### src/rtl/cau_pkg.sv
// Shared types, widths and helpers for the complex arithmetic unit.
`default_nettype none
package cau_pkg;

    localparam int FRAC_BITS = 8;
    localparam int PART_W    = 16;
    localparam int PROD_W    = 2 * PART_W;          // one 16x16 signed product
    localparam int SUM_W     = PROD_W + 1;          // sum or difference of two products
    localparam int D_W       = PROD_W;              // br^2 + bi^2, unsigned
    localparam int N_W       = D_W + FRAC_BITS;     // scaled dividend magnitude
    localparam int Q_W       = PART_W;              // quotient bits produced
    localparam int CMP_W     = N_W + Q_W;
    localparam int SAT_IN_W  = SUM_W + 1;
    localparam int HALF      = (FRAC_BITS > 0) ? (1 << (FRAC_BITS - 1)) : 0;
    localparam int STEPS     = 2;                   // quotient bits per divider stage
    localparam int DIV_STAGES = Q_W / STEPS;
    localparam int FRONT_STAGES = 4;
    localparam int NUM_STAGES = FRONT_STAGES + DIV_STAGES + 1;
    localparam int S_TDATA_W = 72;
    localparam int M_TDATA_W = 40;

    typedef enum logic [2:0] {
        OP_ADD  = 3'd0,
        OP_SUB  = 3'd1,
        OP_MUL  = 3'd2,
        OP_DIV  = 3'd3,
        OP_CONJ = 3'd4
    } op_t;

    typedef enum logic [1:0] {
        ST_OK   = 2'd0,
        ST_SAT  = 2'd1,
        ST_DIVZ = 2'd2
    } status_t;

    typedef struct packed {
        logic                     sat;
        logic signed [PART_W-1:0] val;
    } sat_t;

    // Sideband that travels beside the divider
    typedef struct packed {
        logic [2:0]               op;
        logic signed [PART_W-1:0] res_real;
        logic signed [PART_W-1:0] res_imag;
        logic                     sat;
        logic                     zero;
        logic                     neg_r;
        logic                     neg_i;
        logic                     ovf_r;
        logic                     ovf_i;
    } side_t;

    typedef struct packed {
        logic [D_W-1:0] rem;
        logic [Q_W-1:0] low;
        logic [Q_W-1:0] quo;
        logic [D_W-1:0] div;
    } div_t;

    function automatic sat_t sat16(input logic signed [SAT_IN_W-1:0] v);
        sat_t r;
        begin
            if (v > SAT_IN_W'(32767)) begin
                r.sat = 1'b1;
                r.val = 16'sh7fff;
            end else if (v < -SAT_IN_W'(32768)) begin
                r.sat = 1'b1;
                r.val = 16'sh8000;
            end else begin
                r.sat = 1'b0;
                r.val = v[PART_W-1:0];
            end
            return r;
        end
    endfunction

endpackage
`default_nettype wire

### src/rtl/cau_div_pipe.sv
// Pipelined restoring divider: two quotient bits per stage.
`default_nettype none
module cau_div_pipe (
    input  wire logic                              aclk,
    input  wire logic [cau_pkg::DIV_STAGES-1:0]    adv,
    input  wire cau_pkg::div_t                     din,
    output logic [cau_pkg::Q_W-1:0]                quo
);

    cau_pkg::div_t stage_reg [cau_pkg::DIV_STAGES];

    function automatic cau_pkg::div_t div_step(input cau_pkg::div_t x);
        cau_pkg::div_t     y;
        logic [cau_pkg::D_W:0] t;
        begin
            y = x;
            for (int i = 0; i < cau_pkg::STEPS; i++) begin
                t = {y.rem, y.low[cau_pkg::Q_W-1]};
                y.low = y.low << 1;
                if (t >= {1'b0, y.div}) begin
                    y.rem = cau_pkg::D_W'(t - {1'b0, y.div});
                    y.quo = {y.quo[cau_pkg::Q_W-2:0], 1'b1};
                end else begin
                    y.rem = t[cau_pkg::D_W-1:0];
                    y.quo = {y.quo[cau_pkg::Q_W-2:0], 1'b0};
                end
            end
            return y;
        end
    endfunction

    always_ff @(posedge aclk) begin
        if (adv[0]) begin
            stage_reg[0] <= div_step(din);
        end
    end

    for (genvar k = 1; k < cau_pkg::DIV_STAGES; k++) begin : g_stage
        always_ff @(posedge aclk) begin
            if (adv[k]) begin
                stage_reg[k] <= div_step(stage_reg[k-1]);
            end
        end
    end

    assign quo = stage_reg[cau_pkg::DIV_STAGES-1].quo;

endmodule
`default_nettype wire

### config.mk
export PLATFORM = sky130hd
export DESIGN_NAME = cau_div_pipe
export DESIGN_NICKNAME = d
export VERILOG_FILES = /design/src/rtl/cau_pkg.sv /design/src/rtl/cau_div_pipe.sv
export SDC_FILE = /design/constraint.sdc
export NUM_CORES = 2
export LEC_CHECK = 0
export BUFFER_PORTS_ARGS = -buffer_cell sky130_fd_sc_hd__buf_2
export CAP_MARGIN = 30
export CORE_UTILIZATION = 35
export CTS_BUF_LIST = sky130_fd_sc_hd__clkbuf_8
export CTS_CLUSTER_SIZE = 8
export DETAILED_ROUTE_END_ITERATION = 7
export MAX_ROUTING_LAYER = met4
export PLACE_DENSITY_LB_ADDON = 0.15
export SYNTH_ARGS = -nofsm -noshare
export SYNTH_HDL_FRONTEND = slang
export SYNTH_SLANG_ARGS = --single-unit
### constraint.sdc
create_clock -name aclk -period 7.26 [get_ports aclk]
set_clock_uncertainty 0.2 [all_clocks]
set_input_delay 0.726 -clock aclk [delete_from_list [all_inputs] [get_ports aclk]]
set_output_delay 0.726 -clock aclk [all_outputs]
set_load 0.01 [all_outputs]
==> metrics.txt <==
initial core utilization 35.4%; post-route setup TNS 0 ns; vias 38103; die height about 370 um; die extent in x 373 um; port bufs about 100; Hold Vio Cnt, Final 0; total number of yosys warnings 0; sequential cell area 17300 um2; crit path buf inv count 4; multi-input combinational cell area 28800 um2; EDFF count, synth 576; Reg clk slew, reported paths 0.06 ns; insertion delay of the later-clocked pin in the worst-skew pair 0.80 ns; # IOs 121; cells after synthesis 4988; cts bufs inserted 103; RSZ-0062 raised after global routing no; sequential area share after synthesis 35.9%; CP Data Required Time 7.57 ns; NumNets Final 6152; number of iterations in the first detailed-routing pass 5; worst slew pin tran between 0.8 and 0.9 ns; Setup CP Type flip-flop to flip-flop; Netlist cell types 100; max cap viols 0; row cnt 135; syn nets 5620; Clock Tree Root clkbuf_8; Slew Limit Fails 0; Syn-to-layout area delta 16.2%; Detailed Route WL 135 mm; DPL Wire Length around 110 mm; share of flip-flops with an asynchronous set or reset 0%; Final Cycle Share 95.2%; Total GRT Usage 19.7%; drt wl/cell roughly 18 um; share of cells above drive strength 1 17.1%; Mean Syn Cell Area roughly 9.7 um2; CTS tree done; Max Root-Sink Buffers 3; H-tree depth 3; fmax approximately 0.14 GHz; drc violations 0; 1st-iter DRT viols 1211; Top FF cell, synth edfxtp_1; synthesized area 48100 um2; type of the worst min-delay path primary input to flip-flop; RePlAce Congestion approximately 0.95; pin count of the biggest net entering global routing 64; Slew HR 42.8%; ANT nets after route 0; slowest stage delay, CP 0.50 ns; most used cell along the critical path a21oi_1; Crit. End Element flip-flop; crit-path max FO 31; total gr overflow 0; first-pass GRT wire length 210 mm; clk sink count 576; CP arrival 7.23 ns; initial antenna violation count 1; Synth Register Bits 576; die area 139000 um2; vias in the first global route 39495; post-route minimum period 6.91 ns; final setup fails 0; number of flip-flops in the largest register 576; Startpoint Class flip-flop; slowest cell on the critical path a31oi_1; fillers ~14000; Top Family by Delay on Critical Path compound AO/OA/AOI/OAI gates; core region area between 100000 and 150000 um2; Vias/cell 5.16; status complete, no violations
==> layout make-up <==
| type | instances | share of cell area (%) |
|---|---|---|
| clock inverters | 82 | 1.01 |
| repair buffers | 541 | 7.33 |
| diodes | 2 | 0.00895 |
| well taps | 1781 | 3.99 |
| clock buffers | 104 | 2.56 |
| inverters | 410 | 2.75 |
| multi-input cells | 3888 | 51.4 |
| flip-flops and latches | 576 | 30.9 |
==> synth_stat cells, drive strengths merged, types with 15 or more instances <==
cell type  count  area, um2
buf           63        390
nor2b         70        438
a211oi        44        365
nand4         71        444
o211ai        24        185
and3          42        263
a21oi        486       2440
o21ai        288       1450
or3           28        175
inv          410       1540
and2          16        100
xnor2        270       2360
a21o         234       1760
edfxtp       576      17300
nor3          79        400
o21bai        60        450
fa            15        300
ha           512       6410
a21boi        21        158
nand3         82        410
o21a          62        465
mux2         287       3230
clkbuf        51        191
mux2i         20        200
o31ai         41        308
nor4          20        125
or2           18        113
nor2         337       1270
nand2b        52        325
xor2         124       1090
a31oi         35        219
nand2        328       1230
==> worst register-to-register path, delay by kind of cell, from the launching register on <==
| kind | cells | cell delay (ns) |
|---|---|---|
| buffers and inverters | 4 | 0.83 |
| AOI/OAI and AO/OA | 13 | 3.25 |
| DFF | 1 | 0.45 |
| adders and majority gates | 2 | 0.56 |
| muxes | 1 | 0.34 |
| and+or+nand+nor | 7 | 1.00 |
==> stage by stage <==
stage	hold slack (ns)	cells	utilization [%]	worst slack [ns]	area (um2)
2_1_floorplan	0.200	4988	-	0.709	48100
5_1_grt	0.0932	7383	41.1	0.00230	55900
3_3_place_gp	0.201	7150	39.3	0.127	53400
3_5_place_dp	0.205	7150	39.3	0.0751	53400
6_report	0.151	7384	41.1	0.348	55900
4_1_cts	0.0457	7382	41.1	0.329	55900
==> layout by cell type, fill, tap and decap left out, drive strengths merged, types with 14 or more instances in the layout <==
cell and n:
a211o 14, a211oi 44, a21boi 21, a21o 234, a21oi 486, a221oi 14
a31oi 35, a41oi 14, and2 16, and3 42, buf 495, clkbuf 104
clkinv 34, dlygate4sd3 46, edfxtp 576, fa 15, ha 512, inv 447
mux2 287, mux2i 20, nand2 328, nand2b 52, nand3 82, nand4 71
nor2 337, nor2b 70, nor3 79, nor4 20, o211ai 24, o21a 62
o21ai 288, o21bai 60, o31ai 41, or2 18, or3 28, xnor2 270
xor2 124
==> final timing paths <==
path	start	to	slack, ns	depth (start not counted)
setup reg to reg	stage_reg[1][1]	stage_reg[1][161]	0.35	27
hold reg to reg	stage_reg[0][320]	stage_reg[1][40]	0.22	0
hold / removal	adv[4]	stage_reg[1][34]	0.15	1
setup / recovery	stage_reg[1][1]	stage_reg[1][161]	0.35	27
==> cell families after synthesis <==
| kind of cell | after synthesis | synth area share, % |
|---|---|---|
| and+or+nand+nor | 1201 | 12.0 |
| DFF | 576 | 35.9 |
| xor gates and xnor gates | 394 | 7.17 |
| AOI/OAI and AO/OA | 1459 | 19.5 |
| adders and majority gates | 527 | 13.9 |
| muxes | 307 | 7.13 |
| buffers and inverters | 524 | 4.41 |
==> layer usage <==
| layer | GRT usage (%) | vias up | wire length (um) |
|---|---|---|---|
| li1 | - | 19547 | - |
| met2 | 37.4 | 550 | 71300 |
| met5 | - | - | 0 |
| met3 | 1.82 | 282 | 2870 |
| met1 | 19.5 | 17724 | 52400 |
| met4 | 11.6 | 0 | 8250 |
==> what timing repair did <==
| action | CTS | global route |
|---|---|---|
| endpoints found under the setup margin | 0 | 2 |
| gates resized for setup | 0 | 2 |
| hold endpoints to repair | 46 | 0 |
| hold buffers | 46 | 0 |
| buffers inserted | 0 | 0 |
Power is not shown: default switching activity piles up to over one toggle a cycle in this logic, so the estimate is an artifact.
